**config.mk**
```make
export PLATFORM = sky130hd
export DESIGN_NAME = ascii_hex_bcc_frame_checker_unit
export DESIGN_NICKNAME = d
export VERILOG_FILES = /design/src/sv/hexbcc_pkg.sv /design/src/sv/ascii_hex_bcc_frame_checker_unit.sv /design/src/sv/hexbcc_core.sv
export VERILOG_INCLUDE_DIRS = /design/src /design/src/sv
export SDC_FILE = /design/constraint.sdc
export NUM_CORES = 1
export LEC_CHECK = 0
export BUFFER_PORTS_ARGS = -buffer_cell sky130_fd_sc_hd__buf_2
export CAP_MARGIN = 20
export CORE_AREA = 2 2 103 145
export DETAILED_ROUTE_END_ITERATION = 12
export DIE_AREA = 0 0 105 147
export SYNTH_ARGS = -nofsm -noshare
export SYNTH_HDL_FRONTEND = slang
export SYNTH_SLANG_ARGS = --single-unit
```
**constraint.sdc**
```tcl
create_clock -name clock -period 5.35 [get_ports clock]
set_clock_uncertainty 0.05 [all_clocks]
set_input_delay 0.2675 -clock clock [delete_from_list [all_inputs] [get_ports clock]]
set_output_delay 0.2675 -clock clock [all_outputs]
set_load 0.005 [all_outputs]
```
**src/sv/ascii_hex_bcc_frame_checker_unit_macros.svh**
```systemverilog
// assertion macros for the ascii hex bcc frame checker
// included by hexbcc_core, the module that carries concurrent assertions
`ifndef ASCII_HEX_BCC_FRAME_CHECKER_UNIT_MACROS_SVH
`define ASCII_HEX_BCC_FRAME_CHECKER_UNIT_MACROS_SVH

// same-cycle implication
`define HEXBCC_ASSERT_SAME(lbl, clk, rst, ante, cons) \
   lbl: assert property (@(posedge clk) disable iff (rst) (ante) |-> (cons)) \
      else $error("hexbcc assertion failed");

// next-cycle implication
`define HEXBCC_ASSERT_NEXT(lbl, clk, rst, ante, cons) \
   lbl: assert property (@(posedge clk) disable iff (rst) (ante) |=> (cons)) \
      else $error("hexbcc assertion failed");

`endif

```
**src/sv/hexbcc_pkg.sv**
```systemverilog
// shared types, constants, the hex digit decode and the character reject check for the frame checker
// no dependencies
`timescale 1ns / 1ps

package hexbcc_pkg;

   localparam int unsigned IDX_W = 12;

   localparam logic [IDX_W-1:0] MAX_INDEX_RESET = 12'd1000;

   localparam logic [7:0] ETX_BYTE = 8'h03;

   localparam logic [1:0] PH_IDLE = 2'd0;
   localparam logic [1:0] PH_BODY = 2'd1;
   localparam logic [1:0] PH_HIGH = 2'd2;
   localparam logic [1:0] PH_LOW  = 2'd3;

   localparam logic [1:0] ST_OK       = 2'd0;
   localparam logic [1:0] ST_BAD_CHAR = 2'd1;
   localparam logic [1:0] ST_TOO_LONG = 2'd2;
   localparam logic [1:0] ST_MISMATCH = 2'd3;

   typedef struct packed {
      logic [7:0] data_byte;
      logic       frame_start;
   } req_type;

   typedef struct packed {
      logic [1:0] status;
      logic [7:0] computed_bcc;
      logic [7:0] received_bcc;
   } rsp_type;

   function automatic logic [7:0] hex_digit(input logic [7:0] c);
      logic [7:0] d;
      d = c - 8'h30;
      if (d > 8'h10) begin
         d = d - 8'd7;
      end
      return d;
   endfunction

   function automatic logic is_rejected(input logic [7:0] b);
      return (b > 8'h46) || ((b > 8'h39) && (b < 8'h41));
   endfunction

endpackage

```
**src/sv/ascii_hex_bcc_frame_checker_unit.sv**
```systemverilog
// path: req transaction reaches rsp_valid through the input register, then the result register
// throughput: one transaction per cycle while rsp_ready is high; a status per frame
// a waiting result blocks only the input register, which still takes one more transaction
// reset: synchronous, active high; clears frame state, both valid flags, max_index to 1000
// depends on hexbcc_pkg and hexbcc_core
`timescale 1ns / 1ps

module ascii_hex_bcc_frame_checker_unit (
   input  logic                          clock,
   input  logic                          reset,
   input  logic                          req_valid,
   output logic                          req_ready,
   input  hexbcc_pkg::req_type           req_data,
   output logic                          rsp_valid,
   input  logic                          rsp_ready,
   output hexbcc_pkg::rsp_type           rsp_data,
   input  logic                          csr_wr_en,
   input  logic [hexbcc_pkg::IDX_W-1:0]  csr_wr_data
);
   import hexbcc_pkg::*;

   logic [IDX_W-1:0] max_index_ff;
   logic             in_valid_ff, in_valid_in;
   req_type          in_item_ff;
   logic             rsp_valid_ff, rsp_valid_in;
   rsp_type          rsp_data_ff;
   logic             out_free;
   logic             in_fire;
   logic             core_res_valid;
   rsp_type          core_res;

   assign out_free    = !rsp_valid_ff || rsp_ready;
   assign in_fire     = in_valid_ff && out_free;
   assign req_ready   = !in_valid_ff || in_fire;
   assign in_valid_in = (req_valid && req_ready) || (in_valid_ff && !in_fire);
   assign rsp_valid_in = core_res_valid || (rsp_valid_ff && !rsp_ready);

   hexbcc_core u_core (
      .clock     (clock),
      .reset     (reset),
      .item_fire (in_fire),
      .item      (in_item_ff),
      .max_index (max_index_ff),
      .res_valid (core_res_valid),
      .res       (core_res)
   );

   always_ff @(posedge clock) begin
      if (reset) begin
         max_index_ff <= MAX_INDEX_RESET;
         in_valid_ff  <= 1'b0;
         rsp_valid_ff <= 1'b0;
      end else begin
         if (csr_wr_en) begin
            max_index_ff <= csr_wr_data;
         end
         in_valid_ff  <= in_valid_in;
         rsp_valid_ff <= rsp_valid_in;
      end
   end

   always_ff @(posedge clock) begin
      if (req_valid && req_ready) begin
         in_item_ff <= req_data;
      end
      if (core_res_valid) begin
         rsp_data_ff <= core_res;
      end
   end

   assign rsp_valid = rsp_valid_ff;
   assign rsp_data  = rsp_data_ff;

endmodule

```
**src/sv/hexbcc_core.sv**
```systemverilog
// frame state, running sum and status decision for one transaction per cycle while item_fire is high
// depends on hexbcc_pkg and the assertion macro header
`timescale 1ns / 1ps
`include "ascii_hex_bcc_frame_checker_unit_macros.svh"

module hexbcc_core (
   input  logic                                   clock,
   input  logic                                   reset,
   input  logic                                   item_fire,
   input  hexbcc_pkg::req_type                    item,
   input  logic [hexbcc_pkg::IDX_W-1:0]           max_index,
   output logic                                   res_valid,
   output hexbcc_pkg::rsp_type                    res
);
   import hexbcc_pkg::*;

   logic [1:0]       phase_ff, phase_in;
   logic [7:0]       sum_ff, sum_in;
   logic [IDX_W-1:0] idx_ff, idx_in;
   logic [7:0]       high_ff, high_in;
   logic [7:0]       sum_add;
   logic [7:0]       hi_digit;
   logic [7:0]       lo_digit;
   logic [7:0]       rx_value;
   logic             body_late;

   assign sum_add   = sum_ff + item.data_byte;
   assign hi_digit  = hex_digit(high_ff);
   assign lo_digit  = hex_digit(item.data_byte);
   assign rx_value  = {hi_digit[3:0], 4'h0} | lo_digit;
   assign body_late = (idx_ff > {{(IDX_W-1){1'b0}}, 1'b1});

   always_comb begin
      phase_in  = phase_ff;
      sum_in    = sum_ff;
      idx_in    = idx_ff;
      high_in   = high_ff;
      res_valid = 1'b0;
      res       = '0;
      if (item_fire) begin
         if (item.frame_start) begin
            phase_in = PH_BODY;
            sum_in   = '0;
            idx_in   = {{(IDX_W-1){1'b0}}, 1'b1};
            high_in  = '0;
         end else begin
            unique case (phase_ff)
               PH_BODY: begin
                  sum_in = sum_add;
                  res.computed_bcc = sum_add;
                  priority if (body_late && item.data_byte == ETX_BYTE) begin
                     phase_in = PH_HIGH;
                  end else if (body_late && is_rejected(item.data_byte)) begin
                     res_valid  = 1'b1;
                     res.status = ST_BAD_CHAR;
                     phase_in   = PH_IDLE;
                  end else if (idx_ff >= max_index) begin
                     res_valid  = 1'b1;
                     res.status = ST_TOO_LONG;
                     phase_in   = PH_IDLE;
                  end else begin
                     idx_in = idx_ff + 1'b1;
                  end
               end
               PH_HIGH: begin
                  high_in  = item.data_byte;
                  phase_in = PH_LOW;
               end
               PH_LOW: begin
                  res_valid        = 1'b1;
                  res.computed_bcc = sum_ff;
                  res.received_bcc = rx_value;
                  res.status       = (rx_value == sum_ff) ? ST_OK : ST_MISMATCH;
                  phase_in         = PH_IDLE;
               end
               default: begin
                  phase_in = PH_IDLE;
               end
            endcase
         end
      end
   end

   always_ff @(posedge clock) begin
      if (reset) begin
         phase_ff <= PH_IDLE;
         sum_ff   <= '0;
         idx_ff   <= '0;
         high_ff  <= '0;
      end else begin
         phase_ff <= phase_in;
         sum_ff   <= sum_in;
         idx_ff   <= idx_in;
         high_ff  <= high_in;
      end
   end

   `HEXBCC_ASSERT_SAME(a_res_needs_frame, clock, reset, res_valid, (phase_ff != PH_IDLE) && !item.frame_start)
   `HEXBCC_ASSERT_NEXT(a_idle_after_res, clock, reset, res_valid, phase_ff == PH_IDLE)
   `HEXBCC_ASSERT_SAME(a_ok_means_match, clock, reset, res_valid && res.status == ST_OK, res.received_bcc == res.computed_bcc)
   `HEXBCC_ASSERT_SAME(a_early_end_no_rx, clock, reset, res_valid && (res.status == ST_BAD_CHAR || res.status == ST_TOO_LONG), res.received_bcc == 8'h00)
   `HEXBCC_ASSERT_NEXT(a_start_restarts, clock, reset, item_fire && item.frame_start, phase_ff == PH_BODY && sum_ff == 8'h00)

endmodule
```
==> results of run 1 <==
-- power breakdown --
| group | switching [uW] | leakage (uW) | internal, uW | total (uW) |
|---|---|---|---|---|
| registers | 24.6 | 0.000648 | 573 | 598 |
| clock network | 226 | 0.000169 | 429 | 655 |
| logic | 75.8 | 0.00127 | 54.7 | 131 |
| total | 327 | 0.00208 | 1060 | 1380 |
-- logic make-up (layout without fill, tap and decap cells) --
kind of cell	Yosys count	in the layout	share of synthesized area
muxes	6	6	0.01438
buffers and inverters	44	86	0.04705
adders and majority gates	35	35	0.1067
xor gates and xnor gates	25	25	0.05424
AOI/OAI and AO/OA	113	113	0.1888
and+or+nand+nor	153	153	0.1837
DFF	71	71	0.4052
-- metrics by stage --
stage / utilization / instances / hold WS, ps / setup WS (ps)
2_1_floorplan: - / 447 / 316.4 / 2640
3_3_place_gp: 0.3197 / 662 / 395.3 / 2383
3_5_place_dp: 0.3197 / 662 / 395.6 / 2285
4_1_cts: 0.3433 / 678 / 46.63 / 2290
5_1_grt: 0.3433 / 678 / 57.62 / 2007
6_report: 0.3433 / 678 / 59.79 / 2298
-- layout make-up --
class                           instances  area, sq um  share of cell area
Clock buffer                           12        289.0             0.05935
Tap cell                              189        236.5             0.04856
Multi-Input combinational cell        332         2287              0.4697
Sequential cell                        71         1692              0.3474
Timing Repair Buffer                   45        225.2             0.04625
Clock inverter                          4        46.29            0.009507
Inverter                               25        93.84             0.01927
-- flip-flops by register name, indices dropped and copies added, names as in the netlist --
name             flops
rsp_data            18
max_index_ff        12
u_core.idx_ff       12
in_item_ff           9
u_core.high_ff       8
u_core.sum_ff        8
u_core.phase_ff      2
in_valid_ff          1
rsp_valid            1
-- layer usage --
layer | part of all wire | wire length (um) | vias to the layer above
met5 | 0 | 0 | -
met4 | 0.023 | 234 | 0
met3 | 0.047 | 477 | 17
met2 | 0.52 | 5292 | 83
met1 | 0.40 | 4080 | 1546
li1 | - | - | 1671
-- worst min-delay path by stage --
stage                startpoint            end  slack [ps]  cells after the start
global route        req_data[5]  in_item_ff[5]          60                      1
CTS                 req_data[0]  in_item_ff[0]          50                      1
detailed placement  req_data[0]  in_item_ff[0]         400                      1
global placement    req_data[0]  in_item_ff[0]         400                      1
floorplan           req_data[0]  in_item_ff[0]         320                      0
finish              req_data[0]  in_item_ff[0]          60                      1
-- synth_stat cells, types with 2 or more instances --
cell type | n | share of area
nand2_1 | 49 | 0.044
dfxtp_1 | 44 | 0.21
nor2_1 | 39 | 0.035
ha_1 | 34 | 0.10
a21oi_1 | 29 | 0.035
edfxtp_1 | 27 | 0.19
inv_1 | 24 | 0.022
xnor2_1 | 13 | 0.027
o211ai_1 | 12 | 0.022
o21ai_1 | 12 | 0.014
a21o_1 | 11 | 0.020
xor2_1 | 11 | 0.023
a22oi_1 | 10 | 0.018
and2_1 | 10 | 0.015
clkbuf_1 | 10 | 0.0090
nand2b_1 | 7 | 0.010
nor3_1 | 7 | 0.0084
mux2i_1 | 6 | 0.014
o21a_1 | 6 | 0.011
or3_1 | 6 | 0.0090
nand3_1 | 5 | 0.0060
o21ai_0 | 5 | 0.0060
and3_1 | 4 | 0.0060
nand4_1 | 4 | 0.0060
o21ai_2 | 4 | 0.0084
a22o_1 | 3 | 0.0063
buf_2 | 3 | 0.0036
buf_6 | 3 | 0.0081
nor2b_1 | 3 | 0.0045
nor4_1 | 3 | 0.0045
a311oi_1 | 2 | 0.0042
nand3b_1 | 2 | 0.0036
o31ai_1 | 2 | 0.0036
o41ai_1 | 2 | 0.0042
or2_1 | 2 | 0.0030
or4_1 | 2 | 0.0036
-- worst register-to-register path: stages (launching register included) --
cell and delay, ps:
edfxtp_1 610, inv_1 120, ha_1 360, or3_4 420
a2111oi_0 410, nor3_1 110, o21ai_2 240, xor2_1 110
o41ai_2 250, a21oi_1 110
==> impl_metrics.toml, run 1 <==
[status]
status = "completed"

[setup_path]
worstPathMaxFanout = 13
path_delay_family = "compound AO/OA/AOI/OAI gates"
r2r_end = "rsp_data[16]"
crit_chain = "inv_1, ha_1, or3_4, a2111oi_0, nor3_1, o21ai_2, xor2_1, o41ai_2, a21oi_1"
timing.critical_path.to = "rsp_data[16]"
crit_type = "flop to flop"
slowest_delay_ps = 610
r2r_cells = 9
crit_start = "in_item_ff[5]"
start_kind = "flop"
worstPathRequired_ps = 5370
critPathBufInv = 1
crit-reg2reg-launch = "in_item_ff[5]"
crit_slowest_cell = "edfxtp_1"
cp.depth = 9
r2r_slack_ps = 2300
cp_data_arrival_time_ps = 3080
cp-end-kind = "flop"

[placement]
hpwl_mm = 7.686
gp_congestion = 0.8562
post_dp_cell_area_sq_mm = 0.004534
port_buffers = 45

[clock_network]
clk_pin_slew_ps = 50
cts-resized-gates = 0
root_buffer = "clkbuf_16"
insertion_delay_ps = 340
ctsHtreeMaxLevel = 3
cts_tree = "done"
ctsHoldBuffers = 0
post_cts_buffers = 0
cts.sinks = 71
numCtsBuffers = 9
cts_max_path_buffers = 2

[synth]
synth_ff_type = "dfxtp_1"
syn_area_sq_mm = 0.004175
synth_cell_types = 67
synth-seq-cells = 71
avgSynthCellArea_sq_um = 9.341
synth-edff-count = 27
ys_warn_count = 0
synth-async-reset-ratio = 0
syn_inst = 447
syn_nets = 508
ys_seq_area_frac = 0.4052

[grt]
grtUsageMet1 = 0.1557
gr-total-overflow = 0
grt_use_total = 0.1371
antenna_found_initial = 0
met3_usage = 0.02972
gr-usage-met2 = 0.2461
grt_max_degree = 29
grt_pass1_vias = 3358
grt_pass1_wl_mm = 16.70
grt_busiest_layer = "met2"

[finish]
area_growth_pct = 16.63
stdcell_area_sq_mm = 0.004870
fillers = 1511
layout-drive-gt1-share = 0.1534
nets = 545
final_common_cell = "nand2_1"
mostFrequentLayoutCells = "49 x nand2_1, 45 x buf_2, 44 x dfxtp_1"
n_antenna_cell = 0

[floorplan]
start_util = 0.2944
core_sq_mm = 0.01418
die_area_sq_mm = 0.01544
dieWidth_um = 105
num_rows = 52
io_pins = 46
die_h_um = 147

[sta]
min_period_ps = 3052
rsz0062_at_grt = "no"
slew_violations = 0
tns_ps = 0
setup_viol = 0
hold_violations = 0
fmax_ghz = 0.3276
worst_pin_slew_ps = 888.3
max_slew_margin = 0.4078
min_period_over_period = 0.5705

[flow_run]
max_cap_viol_count = 0

[detailed_routing]
vias = 3317
wl_mm = 10.08
dr.pass1.iters = 4
drt_iter0_drc = 108
drc = 0
ant_nets = 0
avgViaCountPerCell = 4.892
post_drt_wl_per_cell_um = 14.87

[power]
max-vdd-ir-drop_v = 0.0001532
leakagePower_uw = 0.002082
power.density_mw_per_mm2 = 284.1
p_total_uw = 1384

[worst_hold_path]
hp-class = "input port to flop"
Power figures use the tool's default switching activity.
==> run 2, diff against run 1 <==
- clock period: 5.35 -> 3.2 ns (I/O delays scaled with it)
==> impl_metrics.toml, run 2 (same netlist as run 1, synthesis figures left out) <==
[status]
status = "completed"

[power]
comb_power_share = 0.110
leakagePower_uw = 0.002163
pwr-share-seq = 0.442
max-vdd-ir-drop_v = 0.0002361
internal_power_uw = 1675
power.density_mw_per_mm2 = 445.6
power.switching_uw = 573.7
p_sw_frac = 0.2552
clock_power_share = 0.448
p_total_uw = 2248

[floorplan]
start_util = 0.2944
core_sq_mm = 0.01418
num_rows = 52
die_area_sq_mm = 0.01544
io_pins = 46
die_h_um = 147
dieWidth_um = 105

[detailed_routing]
dr.pass1.iters = 4
post_drt_wl_per_cell_um = 14.69
vias = 3415
drc = 0
ant_nets = 0
avgViaCountPerCell = 4.872
drt_iter0_drc = 157
wl_mm = 10.30

[grt]
grt_use_total = 0.1428
grt_pass1_vias = 3514
grt_max_degree = 28
gr-total-overflow = 0
grt_pass1_wl_mm = 17.60
antenna_found_initial = 0

[sta]
setup_viol = 0
tns_ps = 0
rsz0062_at_grt = "no"
slew_violations = 0
holdWs_ps = 7.424
hold_violations = 0
min_period_ps = 3009
fmax_ghz = 0.3324
min_period_over_period = 0.9402
max_slew_margin = 0.5652
worst_pin_slew_ps = 647.9

[finish]
fillers = 1514
final_common_cell = "nand2_1"
mostFrequentLayoutCells = "49 x nand2_1, 45 x buf_2, 44 x dfxtp_1"
layout-drive-gt1-share = 0.1641
n_antenna_cell = 0
multi_input_area_sq_mm = 0.002291
area_growth_pct = 20.86
nets = 568
register_area_sq_mm = 0.001692
largest_reg_flops = 18

[worst_hold_path]
hp-class = "input port to flop"
hold_path.startpoint = "csr_wr_data[1]"
worstHoldEndpoint = "max_index_ff[1]"
holdPathStages = 3

[clock_network]
numCtsBuffers = 9
cts_tree = "done"
post_cts_buffers = 0
insertion_delay_ps = 340
clk_pin_slew_ps = 60
ctsHtreeMaxLevel = 3
cts.sinks = 71
cts_max_path_buffers = 2
root_buffer = "clkbuf_16"

[setup_path]
r2r_end = "rsp_data[16]"
start_kind = "flop"
r2r_cells = 9
r2r_slack_ps = 190
crit-reg2reg-launch = "in_item_ff[6]"
cp-end-kind = "flop"
crit_type = "flop to flop"
crit_start = "in_item_ff[6]"
worstPathMaxFanout = 10
cp_data_arrival_time_ps = 3030
worstPathRequired_ps = 3220

[flow_run]
max_cap_viol_count = 0

[placement]
hpwl_mm = 7.786
port_buffers = 45
gp_congestion = 0.8828
-- run 2: power groups by stage --
stage / Clock [uW] / Combinational [uW] / Sequential (uW)
6_report: 1010 / 248 / 995
2_1_floorplan: 0 / 183 / 993
3_3_place_gp: 0 / 228 / 1010
4_1_cts: 1030 / 248 / 994
5_1_grt: 1060 / 281 / 999
3_5_place_dp: 0 / 232 / 1010
-- run 2: layout make-up --
class | instances | area share
Timing Repair Buffer | 68 | 0.08678
Multi-Input combinational cell | 332 | 0.4540
Clock inverter | 7 | 0.01389
Tap cell | 189 | 0.04686
Sequential cell | 71 | 0.3352
Inverter | 25 | 0.01860
Clock buffer | 9 | 0.04463
-- run 2: worst max-delay path by stage --
stage                        end  depth (start not counted)
finish              rsp_data[16]                          9
global route        rsp_data[16]                          9
CTS                  rsp_data[8]                          7
detailed placement   rsp_data[5]                          7
global placement    rsp_data[17]                          9
floorplan           rsp_data[17]                         12
-- run 2: worst max-delay path: stages, from the launching register on --
cell and delay [ps]:
edfxtp_1 550, inv_1 110, ha_1 340, or3_4 420, a2111oi_0 410, nor3_1 120, o21ai_2 240, xor2_1 110
o41ai_2 260, a21oi_1 120
-- run 2: metal layers --
metal	global-route usage	wire length [um]
met5	0	0
met4	0.05133	206
met3	0.02839	303
met2	0.2675	5565
met1	0.1580	4220
-- run 2: per-stage QoR --
stage                     cell area [sq um]  instances    util  setup WS (ps)
after floorplan                        4175        447       -          490.3
after global placement                 4587        669  0.3234          290.0
after detailed placement               4587        669  0.3234          160.2
after CTS                              5042        701  0.3555          135.3
after global routing                   5046        701  0.3558          4.589
final                                  5046        701  0.3558          191.4
-- run 2: timing repair --
action | 4_1_cts | 5_1_grt
hold endpoints to repair | 16 | 0
hold buffers | 16 | 0
setup endpoints to repair | 0 | 20
resized for setup | 0 | 2
==> run 3, diff against run 2 <==
- CORE_AREA: 2 2 103 145 -> 2 2 104 146
- CTS_BUF_LIST: default -> sky130_fd_sc_hd__clkbuf_4 sky130_fd_sc_hd__clkbuf_8
- DIE_AREA: 0 0 105 147 -> 0 0 106 148
- SKIP_LAST_GASP: default -> 1
- SYNTH_HIERARCHICAL: default -> 1
==> impl_metrics.toml, run 3 <==
[sta]
fmax_ghz = 0.3378
hold_violations = 0
min_period_over_period = 0.9251
min_period_ps = 2960
setup_viol = 0
tns_ps = 0
worst_pin_slew_ps = 987.8
slew_violations = 0
rsz0062_at_grt = "no"
max_slew_margin = 0.3415

[detailed_routing]
dr.pass1.iters = 4
drt_iter0_drc = 175
vias = 3633
wl_mm = 10.88
drc = 0
avgViaCountPerCell = 5.032
post_drt_wl_per_cell_um = 15.07
ant_nets = 0

[finish]
fillers = 1462
n_antenna_cell = 0
nets = 589
area_growth_pct = 22.35
stdcell_area_sq_mm = 0.005157
mostFrequentLayoutCells = "45 x buf_2, 44 x dfxtp_1, 44 x nand2_1"
layout-drive-gt1-share = 0.1595
stdcell_count = 722
final_common_cell = "buf_2"
largest_reg_flops = 18
post-route-util = 0.3587

[synth]
synth_ff_type = "dfxtp_1"
synth-edff-count = 27
syn_area_sq_mm = 0.004215
syn_nets = 515
ys_top_cells_by_count = "44 x dfxtp_1, 44 x nand2_1, 35 x nor2_1, 34 x ha_1, 32 x a21oi_1"
synth-async-reset-ratio = 0
netlist_top_cells_area = "dfxtp_1 21%, edfxtp_1 19%, ha_1 10%"
synth_top_cell_by_area = "dfxtp_1"
synth_cell_types = 60
avgSynthCellArea_sq_um = 9.285
synth_top_area_frac = 0.2090
ys_seq_area_frac = 0.4013
synth-seq-cells = 71
syn_inst = 454
ys_warn_count = 6

[power]
power.density_mw_per_mm2 = 401.2
power.switching_uw = 530.6
p_sw_frac = 0.2564
pwr-share-seq = 0.474
clock_power_share = 0.390
max-vdd-ir-drop_v = 0.0002019
internal_power_uw = 1539
comb_power_share = 0.136
leakagePower_uw = 0.002072

[floorplan]
num_rows = 52
die_h_um = 148
dieWidth_um = 106
start_util = 0.2932
die_area_sq_mm = 0.01569
core_sq_mm = 0.01438
io_pins = 46

[setup_path]
start_kind = "flop"
cp-end-kind = "flop"
crit_type = "flop to flop"
worstPathRequired_ps = 3430
cp_data_arrival_time_ps = 3190
worstPathMaxFanout = 22

[grt]
gr-total-overflow = 0
grt_use_total = 0.1469
antenna_found_initial = 0
grt_pass1_vias = 3703
grt_max_degree = 36
grt_pass1_wl_mm = 18.13

[clock_network]
cts_tree = "done"
cts.sinks = 71
cts_max_path_buffers = 2
post_cts_buffers = 0
root_buffer = "clkbuf_8"
ctsHtreeMaxLevel = 3
clk_pin_slew_ps = 80
insertion_delay_ps = 360
numCtsBuffers = 9

[placement]
gp_congestion = 0.9037
port_buffers = 45
post_dp_cell_area_sq_mm = 0.004692
placedCellCount = 684
hpwl_mm = 8.310

[status]
status = "completed"

[worst_hold_path]
hp-class = "input port to flop"

[flow_run]
max_cap_viol_count = 0
-- run 3: cell count changes after synthesis, moves of 5 or more --
cell	delta
o21ai_1	-10
o21ai_0	+9
nand3_1	+8
o211ai_1	-8
a211o_1	+7
nor2b_1	+7
inv_1	+6
nand2_1	-5
o21a_1	-5
xor2_1	-5
-- run 3: area by class of cell --
type	instances	area (sq um)	area share
timing repair buffer	81	550.5	0.1067
inverter	30	112.6	0.02183
multi-input combinational	335	2345	0.4546
clock inverter	6	83.83	0.01625
tap	189	236.5	0.04585
sequential	71	1692	0.3280
clock buffer	10	137.6	0.02669
-- run 3: power by group through the flow --
stage,combinational [uW],clock (uW),sequential [uW]
floorplan,186,0,993
global placement,253,0,1000
detailed placement,256,0,1000
CTS,278,834,981
global route,314,879,985
finish,281,807,981
-- run 3: critical path: stages, from the launching register on --
cell	delay [ps]
dfxtp_1	380
inv_1	110
ha_1	270
nand2b_1	130
a21o_1	170
a211o_1	300
a31oi_1	460
a31oi_4	290
or4_1	560
a21oi_1	160
-- run 3: what timing repair did --
| item | 4_1_cts | 5_1_grt |
|---|---|---|
| hold buffers | 22 | 0 |
| setup endpoints to repair | 0 | 7 |
| gates resized for setup | 0 | 4 |
| hold endpoints to repair | 22 | 0 |
-- run 3: worst paths after layout --
check / from / end / slack [ps] / cells after the start
worst max register to register: u_core/idx_ff[0] / u_core/idx_ff[8] / 240 / 9
worst max-delay path: u_core/idx_ff[0] / u_core/idx_ff[8] / 240 / 9
worst min register to register: u_core/sum_ff[7] / u_core/sum_ff[7] / 450 / 2
worst min-delay path: rsp_ready / rsp_valid / 50 / 3
-- run 3: per-layer routing --
metal,up-vias,wire length (um),track usage,share of wire
met4,0,322,0.07105,0.030
li1,1798,-,-,-
met1,1731,4288,0.1514,0.39
met2,83,5937,0.2813,0.55
met3,21,331,0.02690,0.030
met5,-,0,0,0
-- run 3: cells by family (layout without fill, tap and decap cells) --
| kind of cell | Yosys count | in the layout | share of synthesized area |
|---|---|---|---|
| AO/OA/AOI/OAI | 119 | 119 | 0.2004 |
| multiplexers | 8 | 8 | 0.01900 |
| adder cells (fa/ha/maj) | 35 | 35 | 0.1057 |
| flip-flops | 71 | 71 | 0.4013 |
| buffers and inverters | 48 | 127 | 0.05135 |
| XOR/XNOR | 19 | 19 | 0.03948 |
| AND/OR/NAND/NOR | 154 | 154 | 0.1828 |
-- run 3: stage by stage --
step / hold slack [ps] / setup slack (ps) / total power, uW
after CTS: 38.70 / 149.7 / 2094
after global routing: 59.81 / 13.89 / 2178
final: 48.77 / 239.6 / 2069
after detailed placement: 289.6 / 158.2 / 1258
after global placement: 291.4 / 193.5 / 1254
after floorplan: 208.6 / 260.4 / 1179
